--- src/hw/rtl/assert_macros.svh ---
// Assertion helpers, clocked on clk and disabled while rst is high.
`ifndef ASSERT_MACROS_SVH
`define ASSERT_MACROS_SVH

// Same-cycle implication.
`define ASSERT_IMPL(label, ante, cons, msg) \
  label: assert property (@(posedge clk) disable iff (rst) (ante) |-> (cons)) \
    else $error(msg);

// Next-cycle implication.
`define ASSERT_NEXT(label, ante, cons, msg) \
  label: assert property (@(posedge clk) disable iff (rst) (ante) |=> (cons)) \
    else $error(msg);

`endif

--- src/hw/rtl/mfd_pkg.sv ---
`default_nettype none

package mfd_pkg;

  localparam int MAX_LENGTH_BYTES = 4;
  localparam logic [2:0] LEN_BYTES_MAX = 3'(MAX_LENGTH_BYTES);

  localparam logic [3:0] T_CONNACK  = 4'd2;
  localparam logic [3:0] T_PUBLISH  = 4'd3;
  localparam logic [3:0] T_SUBACK   = 4'd9;
  localparam logic [3:0] T_PINGRESP = 4'd13;

  localparam logic [2:0] CLS_HEADER  = 3'd0;
  localparam logic [2:0] CLS_BODY    = 3'd1;
  localparam logic [2:0] CLS_TOPIC   = 3'd2;
  localparam logic [2:0] CLS_PAYLOAD = 3'd3;
  localparam logic [2:0] CLS_SKIP    = 3'd4;

  localparam logic [1:0] ST_OK        = 2'd0;
  localparam logic [1:0] ST_BAD_LEN   = 2'd1;
  localparam logic [1:0] ST_MISMATCH  = 2'd2;
  localparam logic [1:0] ST_MALFORMED = 2'd3;

  localparam logic [7:0] SUBACK_FAILURE = 8'h80;

  typedef struct packed {
    logic [7:0] data;
    logic       last;
  } in_word_t;

  typedef struct packed {
    logic [2:0]  byte_class;
    logic [7:0]  data_byte;
    logic        frame_done;
    logic [1:0]  frame_status;
    logic [3:0]  packet_type;
    logic [3:0]  packet_flags;
    logic [27:0] remaining_length;
    logic        session_present;
    logic [7:0]  return_code;
    logic [15:0] packet_ident;
    logic        ack_success;
    logic [15:0] topic_length;
  } res_t;

endpackage

`default_nettype wire

--- src/hw/rtl/mfd_in_reg.sv ---
`default_nettype none

module mfd_in_reg (
  input  logic             clk,
  input  logic             rst,
  input  logic             in_valid,
  output logic             in_stall,
  input  logic [7:0]       rx_byte,
  input  logic             frame_last,
  input  logic             take,
  output logic             word_valid,
  output mfd_pkg::in_word_t word
);
  import mfd_pkg::*;

  logic load;

  assign in_stall = word_valid && !take;
  assign load     = in_valid && !in_stall;

  always_ff @(posedge clk) begin
    if (rst) begin
      word_valid <= 1'b0;
    end else if (load) begin
      word_valid <= 1'b1;
    end else if (take) begin
      word_valid <= 1'b0;
    end
  end

  always_ff @(posedge clk) begin
    if (load) begin
      word.data <= rx_byte;
      word.last <= frame_last;
    end
  end

endmodule

`default_nettype wire

--- src/hw/rtl/mfd_parser.sv ---
`default_nettype none

module mfd_parser (
  input  logic              clk,
  input  logic              rst,
  input  logic              step,
  input  mfd_pkg::in_word_t word,
  output mfd_pkg::res_t     res
);
  import mfd_pkg::*;

  typedef enum logic [1:0] {PH_FIRST, PH_LEN, PH_BODY, PH_DRAIN} phase_t;

  phase_t      phase, phase_next;
  logic [3:0]  type_reg, type_next;
  logic [3:0]  flags_reg, flags_next;
  logic [27:0] len_accum, len_next;
  logic [2:0]  len_cnt, len_cnt_next;
  logic [27:0] body_cnt, body_next;
  logic [15:0] topic_len, topic_next;
  logic        session, session_next;
  logic [7:0]  code, code_next;
  logic [15:0] ident, ident_next;
  logic [1:0]  err, err_next;

  logic [7:0]  b;
  logic [27:0] len_add;
  logic [2:0]  cls;
  logic        in_header;
  logic        qos;
  logic [16:0] topic_end;
  logic [17:0] ident_end;
  logic        qos_n;
  logic [17:0] need_n;
  logic [1:0]  body_st;
  logic [1:0]  status;
  logic        ok;

  assign b         = word.data;
  assign qos       = flags_reg[2:1] != 2'b00;
  assign topic_end = {1'b0, topic_len} + 17'd2;
  assign ident_end = {1'b0, topic_end} + 18'd2;

  always_comb begin
    case (len_cnt[1:0])
      2'd0:    len_add = {21'b0, b[6:0]};
      2'd1:    len_add = {14'b0, b[6:0], 7'b0};
      2'd2:    len_add = {7'b0, b[6:0], 14'b0};
      default: len_add = {b[6:0], 21'b0};
    endcase
  end

  always_comb begin
    phase_next   = phase;
    type_next    = type_reg;
    flags_next   = flags_reg;
    len_next     = len_accum;
    len_cnt_next = len_cnt;
    body_next    = body_cnt;
    topic_next   = topic_len;
    session_next = session;
    code_next    = code;
    ident_next   = ident;
    err_next     = err;
    cls          = CLS_HEADER;
    in_header    = 1'b0;
    case (phase)
      PH_FIRST: begin
        type_next    = b[7:4];
        flags_next   = b[3:0];
        len_next     = '0;
        len_cnt_next = '0;
        body_next    = '0;
        topic_next   = '0;
        session_next = 1'b0;
        code_next    = '0;
        ident_next   = '0;
        err_next     = ST_OK;
        phase_next   = PH_LEN;
        in_header    = 1'b1;
      end
      PH_LEN: begin
        if (len_cnt >= LEN_BYTES_MAX) begin
          err_next   = ST_BAD_LEN;
          phase_next = PH_DRAIN;
          cls        = CLS_SKIP;
        end else begin
          len_next     = len_accum + len_add;
          len_cnt_next = len_cnt + 3'd1;
          if (b[7]) begin
            in_header = 1'b1;
          end else begin
            phase_next = PH_BODY;
          end
        end
      end
      PH_BODY: begin
        if (body_cnt >= len_accum) begin
          cls = CLS_SKIP;
          if (err == ST_OK) begin
            err_next = ST_MISMATCH;
          end
        end else begin
          body_next = body_cnt + 28'd1;
          cls       = CLS_BODY;
          case (type_reg)
            T_CONNACK: begin
              if (body_cnt == 28'd0) begin
                session_next = b[0];
              end else if (body_cnt == 28'd1) begin
                code_next = b;
              end
            end
            T_SUBACK: begin
              if (body_cnt == 28'd0) begin
                ident_next = {b, 8'h00};
              end else if (body_cnt == 28'd1) begin
                ident_next = {ident[15:8], b};
              end else if (body_cnt == 28'd2) begin
                code_next = b;
              end
            end
            T_PUBLISH: begin
              if (body_cnt == 28'd0) begin
                topic_next = {b, 8'h00};
                cls        = CLS_SKIP;
              end else if (body_cnt == 28'd1) begin
                topic_next = {topic_len[15:8], b};
                cls        = CLS_SKIP;
              end else if (body_cnt < 28'(topic_end)) begin
                cls = CLS_TOPIC;
              end else if (qos && body_cnt < 28'(ident_end)) begin
                cls = CLS_SKIP;
              end else begin
                cls = CLS_PAYLOAD;
              end
            end
            default: cls = CLS_BODY;
          endcase
        end
      end
      default: cls = CLS_SKIP;
    endcase
    if (word.last) begin
      phase_next = PH_FIRST;
    end
  end

  // end-of-frame summary, from the updated state
  assign qos_n  = flags_next[2:1] != 2'b00;
  assign need_n = {2'b0, topic_next} + 18'd2 + (qos_n ? 18'd2 : 18'd0);

  always_comb begin
    body_st = ST_OK;
    case (type_next)
      T_CONNACK: begin
        if (body_next != 28'd2) body_st = ST_MALFORMED;
      end
      T_SUBACK: begin
        if (body_next < 28'd3) body_st = ST_MALFORMED;
      end
      T_PUBLISH: begin
        if (body_next < 28'd2 || body_next < 28'(need_n)) body_st = ST_MALFORMED;
      end
      default: body_st = ST_OK;
    endcase
    if (!word.last) begin
      status = ST_OK;
    end else if (in_header || err_next == ST_BAD_LEN) begin
      status = ST_BAD_LEN;
    end else if (err_next == ST_MISMATCH || body_next != len_next) begin
      status = ST_MISMATCH;
    end else begin
      status = body_st;
    end
  end

  assign ok = word.last && status == ST_OK;

  always_comb begin
    res.byte_class       = cls;
    res.data_byte        = b;
    res.frame_done       = word.last;
    res.frame_status     = status;
    res.packet_type      = word.last ? type_next : 4'd0;
    res.packet_flags     = word.last ? flags_next : 4'd0;
    res.remaining_length = (word.last && status != ST_BAD_LEN) ? len_next : 28'd0;
    res.session_present  = ok ? session_next : 1'b0;
    res.return_code      = ok ? code_next : 8'd0;
    res.packet_ident     = ok ? ident_next : 16'd0;
    res.topic_length     = (ok && type_next == T_PUBLISH) ? topic_next : 16'd0;
    res.ack_success      = 1'b0;
    if (ok) begin
      case (type_next)
        T_CONNACK:  res.ack_success = code_next == 8'd0;
        T_SUBACK:   res.ack_success = code_next != SUBACK_FAILURE;
        T_PUBLISH:  res.ack_success = 1'b1;
        T_PINGRESP: res.ack_success = 1'b1;
        default:    res.ack_success = 1'b0;
      endcase
    end
  end

  always_ff @(posedge clk) begin
    if (rst) begin
      phase     <= PH_FIRST;
      type_reg  <= '0;
      flags_reg <= '0;
      len_accum <= '0;
      len_cnt   <= '0;
      body_cnt  <= '0;
      topic_len <= '0;
      session   <= 1'b0;
      code      <= '0;
      ident     <= '0;
      err       <= ST_OK;
    end else if (step) begin
      phase     <= phase_next;
      type_reg  <= type_next;
      flags_reg <= flags_next;
      len_accum <= len_next;
      len_cnt   <= len_cnt_next;
      body_cnt  <= body_next;
      topic_len <= topic_next;
      session   <= session_next;
      code      <= code_next;
      ident     <= ident_next;
      err       <= err_next;
    end
  end

endmodule

`default_nettype wire

--- src/hw/rtl/mqtt_frame_decoder.sv ---
// Channel  Handshake             Payload
// in       in_valid / in_stall   rx_byte, frame_last
// out      out_valid / out_stall byte_class .. topic_length
//
// One word per cycle sustained while out_stall is low; the input register and the
// result register lie around the parser step.
// Synchronous active-high rst clears the parser to await a first byte.
// A stalled result holds; one more word waits in the input register.
// in_stall rises only when both registers are full and out_stall is high.
`default_nettype none

module mqtt_frame_decoder (
  input  logic        clk,
  input  logic        rst,
  input  logic        in_valid,
  output logic        in_stall,
  input  logic [7:0]  rx_byte,
  input  logic        frame_last,
  output logic        out_valid,
  input  logic        out_stall,
  output logic [2:0]  byte_class,
  output logic [7:0]  data_byte,
  output logic        frame_done,
  output logic [1:0]  frame_status,
  output logic [3:0]  packet_type,
  output logic [3:0]  packet_flags,
  output logic [27:0] remaining_length,
  output logic        session_present,
  output logic [7:0]  return_code,
  output logic [15:0] packet_ident,
  output logic        ack_success,
  output logic [15:0] topic_length
);
  import mfd_pkg::*;

  `include "assert_macros.svh"

  logic     word_valid;
  in_word_t word;
  res_t     res;
  res_t     res_q;
  logic     take;

  assign take = word_valid && (!out_valid || !out_stall);

  mfd_in_reg u_in_reg (
    .clk        (clk),
    .rst        (rst),
    .in_valid   (in_valid),
    .in_stall   (in_stall),
    .rx_byte    (rx_byte),
    .frame_last (frame_last),
    .take       (take),
    .word_valid (word_valid),
    .word       (word)
  );

  mfd_parser u_parser (
    .clk  (clk),
    .rst  (rst),
    .step (take),
    .word (word),
    .res  (res)
  );

  always_ff @(posedge clk) begin
    if (rst) begin
      out_valid <= 1'b0;
    end else if (take) begin
      out_valid <= 1'b1;
    end else if (!out_stall) begin
      out_valid <= 1'b0;
    end
  end

  always_ff @(posedge clk) begin
    if (take) begin
      res_q <= res;
    end
  end

  assign byte_class       = res_q.byte_class;
  assign data_byte        = res_q.data_byte;
  assign frame_done       = res_q.frame_done;
  assign frame_status     = res_q.frame_status;
  assign packet_type      = res_q.packet_type;
  assign packet_flags     = res_q.packet_flags;
  assign remaining_length = res_q.remaining_length;
  assign session_present  = res_q.session_present;
  assign return_code      = res_q.return_code;
  assign packet_ident     = res_q.packet_ident;
  assign ack_success      = res_q.ack_success;
  assign topic_length     = res_q.topic_length;

  `ASSERT_IMPL(a_summary_idle, out_valid && !frame_done, frame_status == ST_OK && !ack_success, "summary set off frame end")
  `ASSERT_IMPL(a_bad_len_zero, out_valid && frame_status == ST_BAD_LEN, remaining_length == 28'd0, "length kept on bad field")
  `ASSERT_IMPL(a_no_ack_on_err, out_valid && frame_status != ST_OK, !ack_success && topic_length == 16'd0, "ack on failed frame")
  `ASSERT_IMPL(a_empty_ready, !out_valid, !in_stall, "stall with empty result register")
  `ASSERT_NEXT(a_accept_held, in_valid && !in_stall, word_valid, "accepted word lost")

endmodule

`default_nettype wire

--- config.mk ---
export PLATFORM = sky130hd
export DESIGN_NAME = mqtt_frame_decoder
export DESIGN_NICKNAME = d
export VERILOG_FILES = /design/src/hw/rtl/mfd_pkg.sv /design/src/hw/rtl/mfd_in_reg.sv /design/src/hw/rtl/mfd_parser.sv /design/src/hw/rtl/mqtt_frame_decoder.sv
export VERILOG_INCLUDE_DIRS = /design/src /design/src/hw/rtl
export SDC_FILE = /design/constraint.sdc
export NUM_CORES = 1
export LEC_CHECK = 0
export ABC_AREA = 1
export ABC_CLOCK_PERIOD_IN_PS = 13600
export BUFFER_PORTS_ARGS = -buffer_cell sky130_fd_sc_hd__buf_2
export CAP_MARGIN = 20
export CORE_ASPECT_RATIO = 0.75
export CORE_MARGIN = 4
export CORE_UTILIZATION = 65
export DETAILED_ROUTE_END_ITERATION = 8
export PLACE_DENSITY_LB_ADDON = 0.3
export SYNTH_ARGS = -nofsm -noshare
export SYNTH_HDL_FRONTEND = slang
export SYNTH_SLANG_ARGS = --single-unit
--- constraint.sdc ---
create_clock -name clk -period 13.6 [get_ports clk]
set_input_delay 0.68 -clock clk [delete_from_list [all_inputs] [get_ports clk]]
set_output_delay 0.68 -clock clk [all_outputs]
set_load 0.05 [all_outputs]
==> impl_metrics.toml <==
[outcome]
outcome = "completed"

[setup_path]
path_buf_inv = 2
r2r-end = "packet_ident[10]$_SDFFCE_PN0P_"
slowest_stage = "nor2_4"
cpMostUsedCell = "nand2_1"
critical_path.max_fanout = 26
required_ns = 13.96
reg2reg_depth = 33
rrSetupSlack_ns = 7.19
cp-start-kind = "flip-flop"
rr_startpoint = "u_parser.body_cnt[21]$_SDFFE_PP0P_"
slowest_delay_ns = 0.62
crit_type = "flip-flop to flip-flop"
path_delay_family = "simple AND/OR/NAND/NOR gates"
worst_setup_path_end_kind = "flip-flop"
worstPathArrival_ns = 6.77

[cts]
root_buffer = "clkbuf_16"
post_cts.repair.setup_buffers = 0
cts.repair.resized = 0
cts_inserted_buffers = 24
worstSkewPairLatency_ns = 0.55
cts.sinks = 215
clockBufferDepth = 3
h-tree-depth = 1
postCtsHoldBufs = 0
cts_tree = "built"
path_clk_slew_ns = 0.06

[floorplanning]
die_h_um = 148
dieArea_um2 = 28900
initial_utilization_pct = 65.8
core_um2 = 25900
die_w_um = 195
rows = 51
ios = 107

[job]
maxCapViolations = 0

[routing]
drc_errors = 0
vias_per_cell = 6.02
ant_nets = 0
first_pass_iters = 8
drtIter0Drc = 2781
post_drt_wl_per_cell_um = 19.4
vias = 18334
totalWireLength_um = 59100

[sta]
setup_violations = 0
worst_slew_pin_slew_ns = 1.05
fin_crit_sh_pct = 47.2
fin_tns_setup_ns = 0
hold_violations = 0
rsz0062_at_grt = "no"
max_freq_ghz = 0.156
finalCriticalPeriod_ns = 6.41
slew_viol_final = 0
fin_skew_ns = 0.0187
slew_headroom_pct = 30.0
worst_slack_ns = 7.19
holdWs_ns = 0.314

[final_layout]
fillers = 2215
area_growth_pct = 9.12
fin_util_pct = 71.8
fin_nets = 2814
multi_input_area_um2 = 9790
fin_cells = 3044
seq_area_um2 = 5320
fin_area_um2 = 18600
drive_above_1_share_pct = 8.23

[global_routing]
grt-ovfl-total = 0
grt_max_degree = 86
grt_pass1_vias = 16313
antenna_found_initial = 1
grt_util_all_layers_pct = 39.5
grt_first_pass_wirelength_um = 91100

[worst_hold_path]
hold_path_class = "primary input to flip-flop"
hold_path_end = "u_in_reg.word[0]$_DFFE_PP_"
hold_depth = 1
min-delay-start = "frame_last"

[pwr]
vdd_drop_max_mv = 0.0892
finalPower_mw = 1.99
p_leak_nw = 9.17
powerDensity_nw_per_um2 = 107

[synth]
avgSynthCellArea_um2 = 6.52
yosysSeqAreaShare_pct = 31.2
synth_area_leaders = "edfxtp_1 (18%), nand2_1 (16%), dfxtp_1 (13%), inv_1 (8.9%), ha_1 (8.7%)"
yosysWarnings = 0
yosysTopAreaCellShare_pct = 17.8
syn_area_um2 = 17000
async_reset_ff_share_pct = 0
synth-seq-cells = 215
yosysTopAreaCell = "edfxtp_1"
synth_ff_type = "dfxtp_1"
synthDistinctLibCells = 51
synth_edf_count = 101
yosys.cell_count.top_type = "nand2_1"
postSynthCellCount = 2616
netlist_top_cells_count = "nand2_1 (729), inv_1 (406), nor2_1 (257), a21oi_1 (191), nand3_1 (167)"

[place]
dp_slack_ns = 7.48
dp.cells = 2999
dpl_cell_area_um2 = 17800
place.detailed.hpwl_um = 44100
portBuffers = 106
gp_congestion = 1.07
[power breakdown]
part / switching [mW] / internal (mW)
Sequential: 0.0432 / 0.715
Clock: 0.292 / 0.417
Combinational: 0.375 / 0.144
[worst max path at each step]
stage                                endpoint  slack [ns]  cells after the start                               start
2_1_floorplan   topic_length[7]$_SDFFCE_PN0P_        8.83                     34  u_parser.body_cnt[13]$_SDFFE_PP0P_
3_3_place_gp        ack_success$_SDFFCE_PN0P_        7.64                     33  u_parser.body_cnt[13]$_SDFFE_PP0P_
3_5_place_dp    packet_ident[5]$_SDFFCE_PN0P_        7.48                     33  u_parser.body_cnt[21]$_SDFFE_PP0P_
4_1_cts        packet_ident[10]$_SDFFCE_PN0P_        7.40                     33  u_parser.body_cnt[21]$_SDFFE_PP0P_
5_1_grt         topic_length[5]$_SDFFCE_PN0P_        6.79                     33  u_parser.body_cnt[21]$_SDFFE_PP0P_
6_report       packet_ident[10]$_SDFFCE_PN0P_        7.19                     33  u_parser.body_cnt[21]$_SDFFE_PP0P_
[layout by cell type, fill, tap and decap left out, types with 3 or more instances in the layout]
cell	instances
o22ai_1	3
nor2_2	21
o21ai_1	13
nand3_1	167
nor3b_1	3
clkbuf_16	25
nand3_2	3
a31oi_1	4
a21o_1	3
ha_1	119
a22oi_1	9
nor3_1	39
buf_4	12
buf_2	106
o21a_1	11
clkbuf_1	6
nand3b_1	4
a211oi_1	6
xor2_1	40
nor2_1	255
nand2_2	10
edfxtp_1	101
o211ai_1	29
dfxtp_1	113
or2_2	6
o21ai_0	143
nand4_1	44
xnor2_1	15
o21bai_1	6
nor4_1	4
nor2_4	3
clkinv_2	4
bufinv_16	4
nand2_1	729
inv_1	405
a21oi_1	191
inv_2	13
[routing by layer]
metal	track usage (%)	routed length, µm	share of wire (%)
met5	0	8	0.014
met4	14.4	2740	4.6
met3	9.78	8330	14
met2	58.3	24400	41
met1	56.3	23500	40
[worst reg2reg max path: cells and delay by family, from the launching register on]
family / cells / cell delay (ns)
adders and majority gates: 4 / 1.11
buffers and inverters: 2 / 0.26
DFF: 1 / 0.56
and+or+nand+nor: 23 / 3.70
AOI/OAI and AO/OA: 4 / 0.61
[kinds of logic after synthesis]
kind of cell	share of synthesized area (%)
other	0.0220
adders and majority gates	8.85
buffers and inverters	11.5
and+or+nand+nor	31.8
xor gates and xnor gates	3.02
DFF	31.2
AOI/OAI and AO/OA	13.7
[area by class of cell]
type	count	area share (%)
Clock inverter	13	0.995
Antenna cell	1	0.0135
Timing Repair Buffer	119	3.44
Inverter	422	8.53
Sequential cell	215	28.6
Tap cell	344	2.31
Multi-Input combinational cell	1899	52.6
Clock buffer	31	3.48
No activity file was read; power rests on OpenSTA's default activity.
